### src/sv/swrm_pkg.sv
`timescale 1ns / 1ps
// ----------------------------------------------------------------------------
// Sliding window rate monitor package
// Shared constants, register map, status codes and arithmetic unit opcodes.
// ----------------------------------------------------------------------------
package swrm_pkg;

    localparam int RING_DEPTH_DEFAULT = 256;
    localparam int TIME_BITS_DEFAULT  = 32;

    localparam int FIELD_W = 32;
    localparam int BYTES_W = 24;
    localparam int PUBS_W  = 8;
    localparam int THR_W   = 16;
    localparam int ADDR_W  = 4;

    localparam logic [FIELD_W-1:0] WINDOW_RESET = 32'd1000000;
    localparam logic [FIELD_W-1:0] STALE_RESET  = 32'd1000000;
    localparam logic [THR_W-1:0]   SLOW_RESET   = 16'd0;

    typedef logic [1:0] t_reg_idx;
    localparam t_reg_idx REG_WINDOW = 2'd0;
    localparam t_reg_idx REG_STALE  = 2'd1;
    localparam t_reg_idx REG_SLOW   = 2'd2;

    localparam logic REQ_ARRIVAL = 1'b0;
    localparam logic REQ_REPORT  = 1'b1;

    typedef logic [1:0] t_status;
    localparam t_status ST_OK    = 2'd0;
    localparam t_status ST_SLOW  = 2'd1;
    localparam t_status ST_STALE = 2'd2;
    localparam t_status ST_NOPUB = 2'd3;

    typedef enum logic {
        ALU_ADD,
        ALU_SUB
    } t_alu_op;

endpackage

### src/sv/swrm_alu.sv
`timescale 1ns / 1ps
// ----------------------------------------------------------------------------
// Shared add / subtract unit
// One adder used for byte sums, modular ages and every threshold compare.
// ----------------------------------------------------------------------------
module swrm_alu #(
    parameter int W = 32
) (
    input  swrm_pkg::t_alu_op i_op,
    input  logic [W-1:0]      i_a,
    input  logic [W-1:0]      i_b,
    output logic [W-1:0]      o_y,
    output logic              o_lt
);

    logic [W:0] ext;

    always_comb begin
        case (i_op)
            swrm_pkg::ALU_SUB: ext = {1'b0, i_a} - {1'b0, i_b};
            default:           ext = {1'b0, i_a} + {1'b0, i_b};
        endcase
    end

    assign o_y = ext[W-1:0];
    // borrow out of the subtract: a below b
    assign o_lt = (i_op == swrm_pkg::ALU_SUB) && ext[W];

endmodule

### config.mk
export PLATFORM = sky130hd
export DESIGN_NAME = swrm_alu
export DESIGN_NICKNAME = d
export VERILOG_FILES = /design/src/sv/swrm_pkg.sv /design/src/sv/swrm_alu.sv
export SDC_FILE = /design/constraint.sdc
export NUM_CORES = 1
export LEC_CHECK = 0
export ABC_CLOCK_PERIOD_IN_PS = 8300
export BUFFER_PORTS_ARGS = -buffer_cell sky130_fd_sc_hd__buf_2
export CORE_MARGIN = 5
export CORE_UTILIZATION = 47
export DETAILED_ROUTE_END_ITERATION = 8
export GPL_TIMING_DRIVEN = 0
export PLACE_DENSITY = 0.89
export REMOVE_ABC_BUFFERS = 1
export SKIP_LAST_GASP = 1
export SLEW_MARGIN = 10
export SYNTH_ARGS = -nofsm -noshare
export SYNTH_HDL_FRONTEND = slang
export SYNTH_SLANG_ARGS = --single-unit
export TNS_END_PERCENT = 30
### constraint.sdc
create_clock -name vclk -period 8.3
set_input_delay 2.49 -clock vclk [all_inputs]
set_output_delay 2.49 -clock vclk [all_outputs]
set_load 0.02 [all_outputs]
* Yosys cells after proc, flatten, opt, wreduce, memory -nomap -nowiden
Cells that the tools add are included.
** Operators by class
- Multiplexer cells :: 1
- $add $sub $neg :: 2
- Reduce and logical (&&, ||, !) cells :: 1
** Operator list (count)
- adder 32 x 32 -> 33 bit :: 1
- 2-to-1 mux 33 bit :: 1
- subtractor 32 x 32 -> 33 bit :: 1
- logical AND 1 bit :: 1
** Storage, ports and cells
- Flip-flop bits (word level) :: 0
- Word-level logic and storage cells :: 4
- Output and inout port bits :: 33
- Input bits :: 65

* Depth between registers and ports, before layout
- Depth after elaboration :: 3
- Mapped depth :: 17
- Gate-level depth less buffers :: 17

* Least setup slack after synthesis
No wires, ideal clock.
- Kind :: input -> output
- Start point :: in i_b[9]
- End point :: out o_y[29]
- Path buffers :: 0
- Path slack :: -171 ps
- Cell stages on the path :: 16
- Arrival :: 5981 ps
- Required time :: 5810 ps
- Cell sequence :: or4_4 > or3_4 > or2_4 > or2_4 > nor4_1 > nor2_1 > xnor2_1 > ha_1 > a21o_1 > a21o_1 > a21oi_1 > o21ai_0 > a21o_1 > a21oi_1 > o31ai_1 > xor2_1
** On the way
- Word-level cells in the longest chain between the ends :: 2
- Elaborated cells between the ends (all ways) :: 3
- Classes of those cells :: add/sub: 2; mux: 1
** Ends and longest elaborated chain
- from (decl) :: line swrm_alu.sv:11 : input logic [W-1:0] i_b,
- adder 32 x 32 -> 33 bit or subtractor 32 x 32 -> 33 bit (tied branches) :: line swrm_alu.sv:21, swrm_alu.sv:20
- 2-to-1 mux 33 bit * :: line swrm_alu.sv:19 : case (i_op)
- to (decl) :: line swrm_alu.sv:12 : output logic [W-1:0] o_y,
Mark *: on every way between the ends. The rest lies on a longest branch, timed or not.

* Final worst setup path
- Start point :: in i_b[8]
- End point :: out o_y[30]
Same word-level chain as after synthesis.

==> impl_metrics.env <==
export IMPL_outcome="finished with violations"
export IMPL_violations="setup timing"
export IMPL_post_route_util_pct=66.7
export IMPL_yosys_cell_types_count=43
export IMPL_hpwl_mm=6.09
export IMPL_fill_cells=409
export IMPL_peakVddDrop_mv=0.0924
export IMPL_overflow=0
export IMPL_vias_per_cell=5.97
export IMPL_wl_per_cell_um=15.8
export IMPL_crit_fanout=4
export IMPL_placed_area_mm2=0.00288
export IMPL_p_seq_share_pct=0
export IMPL_drtPass1Iterations=5
export IMPL_worst_slack_ns=-0.352
export IMPL_syn_inst=350
export IMPL_num_clock_buffers=0
export IMPL_area_growth_synth_to_final_pct=35.7
export IMPL_seq_area_um2=0
export IMPL_critPathArrivalTime_ns=6.16
export IMPL_slew_viol_final=0
export IMPL_grt_start_max_net_pins=33
export IMPL_numPortBuffers=98
export IMPL_drt_iter0_drc=348
export IMPL_setup_viol=13
export IMPL_ant_nets=0
export IMPL_powerDensity_mw_per_mm2=136
export IMPL_antenna_found_initial=0
export IMPL_switching_share_pct=59.2
export IMPL_min_period_ns=8.65
export IMPL_die_area_mm2=0.00652
export IMPL_die_w_um=80.7
export IMPL_via_count=3108
export IMPL_core_area_mm2=0.00479
export IMPL_cp_start_kind="primary input"
export IMPL_power_frac_comb_pct=100.0
export IMPL_start_util_pct=49.1
export IMPL_grt_pass1_vias=2858
export IMPL_critPathKind="in2out"
export IMPL_switchingPower_mw=0.256
export IMPL_design_area_mm2=0.00319
export IMPL_worst_slew_pin_slew_ns=0.515
export IMPL_clkPwrFrac_pct=0
export IMPL_ys_warn_count=0
export IMPL_hold_violations=0
export IMPL_grt_first_pass_wirelength_mm=12.6
export IMPL_ys_seq_area_share_pct=0
export IMPL_gp_congestion=0.930
export IMPL_netlist_area_mm2=0.00235
export IMPL_cp_data_required_time_ns=5.81
export IMPL_drc=0
export IMPL_max_cap_violations=0
export IMPL_nets=555
export IMPL_p_int_mw=0.176
export IMPL_io_pins=98
export IMPL_wirelength_mm=8.23
export IMPL_min_path_type="in2out"
export IMPL_drive_gt1_share_pct=33.5
export IMPL_avgSynthCellArea_um2=6.72
export IMPL_grt_util_all_layers_pct=23.1
export IMPL_chipHeight_um=80.7
export IMPL_hold_buffers=0
export IMPL_row_count=25
export IMPL_worstSetupEndpointType="primary output"
export IMPL_relSlewSlack_pct=65.7
export IMPL_period_share_pct=104
export IMPL_diodes=0
export IMPL_rsz0062_at_grt="yes"
export IMPL_seq_cells=0
export IMPL_fmax_ghz=0.116
export IMPL_leakage_nw=1.55
cell usage in the layout, fill, tap and decap left out, types with 9 or more instances in the layout:
cell type  count
buf_2         91
xnor2_1       46
nor2_1        42
a21oi_1       33
ha_1          27
nand2_1       24
a21o_1        23
buf_4         20
xor2_1        13
inv_1         12
o21ai_0       12
nand3_1        9
path summary, 6_finish.rpt:
kind / from / to / slack, ns / cells past startpoint
hold / removal: i_b[0] / o_y[0] / 5.39 / 4
setup / recovery: i_b[8] / o_y[30] / -0.35 / 17
area by class of cell:
class / count / area (µm²) / share of cell area (%)
tap: 67 / 83.8 / 2.63
inverter: 12 / 45.0 / 1.41
timing repair buffer: 115 / 651 / 20.4
multi-input combinational: 327 / 2410 / 75.6
metal layers:
metal  wire length (µm)  GRT usage [%]  part of all wire, %  vias up
li1                   -              -                    -     1474
met1               3360           29.7                   41     1429
met2               4040           41.9                   49      172
met3                613           2.35                  7.5       33
met4                207           3.72                  2.5        0
met5                  0              0                    0        -
cell usage after synthesis, types with 2 or more instances:
library cell / number / share of area, %
xnor2_1: 46 / 17
a21oi_1: 42 / 8.9
nor2_1: 42 / 6.7
ha_1: 33 / 18
nand2_1: 26 / 4.2
a21o_1: 23 / 7.3
o21ai_0: 16 / 3.4
xor2_1: 13 / 4.8
inv_1: 12 / 1.9
clkbuf_1: 10 / 1.6
nor3_1: 10 / 2.1
nand3_1: 9 / 1.9
nor2b_1: 8 / 2.1
a31oi_1: 7 / 1.9
nor4_1: 5 / 1.3
nand4_1: 4 / 1.1
o21bai_1: 4 / 1.3
a31o_2: 3 / 1.1
and3_1: 3 / 0.80
nand2b_1: 3 / 0.80
o31a_1: 3 / 1.1
a211oi_1: 2 / 0.64
a41oi_1: 2 / 0.75
o211ai_1: 2 / 0.64
o21a_1: 2 / 0.64
o31ai_1: 2 / 0.64
or2_4: 2 / 0.75
cell families (layout without fill, tap and decap cells):
family | count (synthesis) | in the layout | synth area share (%)
muxes | 1 | 1 | 0.426
xor gates and xnor gates | 59 | 59 | 22.0
and+or+nand+nor | 118 | 118 | 24.4
buffers and inverters | 23 | 127 | 3.67
adders and majority gates | 34 | 34 | 18.4
AOI/OAI and AO/OA | 115 | 115 | 31.1
timing repair:
action,in CTS,in global routing
buffers inserted,13,4
resized for setup,24,22
endpoints found under the setup margin,13,16
endpoints found under the hold margin,0,0
pin swaps,28,18
stage by stage:
stage          cells  setup TNS [ns]  hold slack, ns  worst slack, ns  power (mW)
2_1_floorplan    339          -0.388            5.16           -0.162       0.269
3_3_place_gp     504           -3.40            5.38           -0.576       0.374
3_5_place_dp     504           -3.63            5.39           -0.567       0.380
4_1_cts          517           -2.54            5.39           -0.300       0.404
5_1_grt          521           -5.09            5.41           -0.540       0.466
6_report         521           -2.66            5.39           -0.352       0.432
worst max-delay path, stage by stage:
cell	delay, ns
buf_6	0.09
or4_4	0.52
or3_4	0.36
or2_4	0.25
or2_4	0.26
nor4_4	0.12
nor2_1	0.08
xnor2_1	0.23
ha_1	0.29
a21o_1	0.18
a21o_1	0.19
a21oi_4	0.18
nor2b_1	0.07
a311o_1	0.36
a21oi_2	0.16
xnor2_1	0.13
buf_4	0.17
power by group through the flow:
stage                     clock network, mW  registers, mW  logic, mW
after floorplan                           0              0      0.269
after global placement                    0              0      0.374
after detailed placement                  0              0      0.380
after CTS                                 0              0      0.404
after global routing                      0              0      0.466
final                                     0              0      0.432
(Power assumes the default switching activity.)
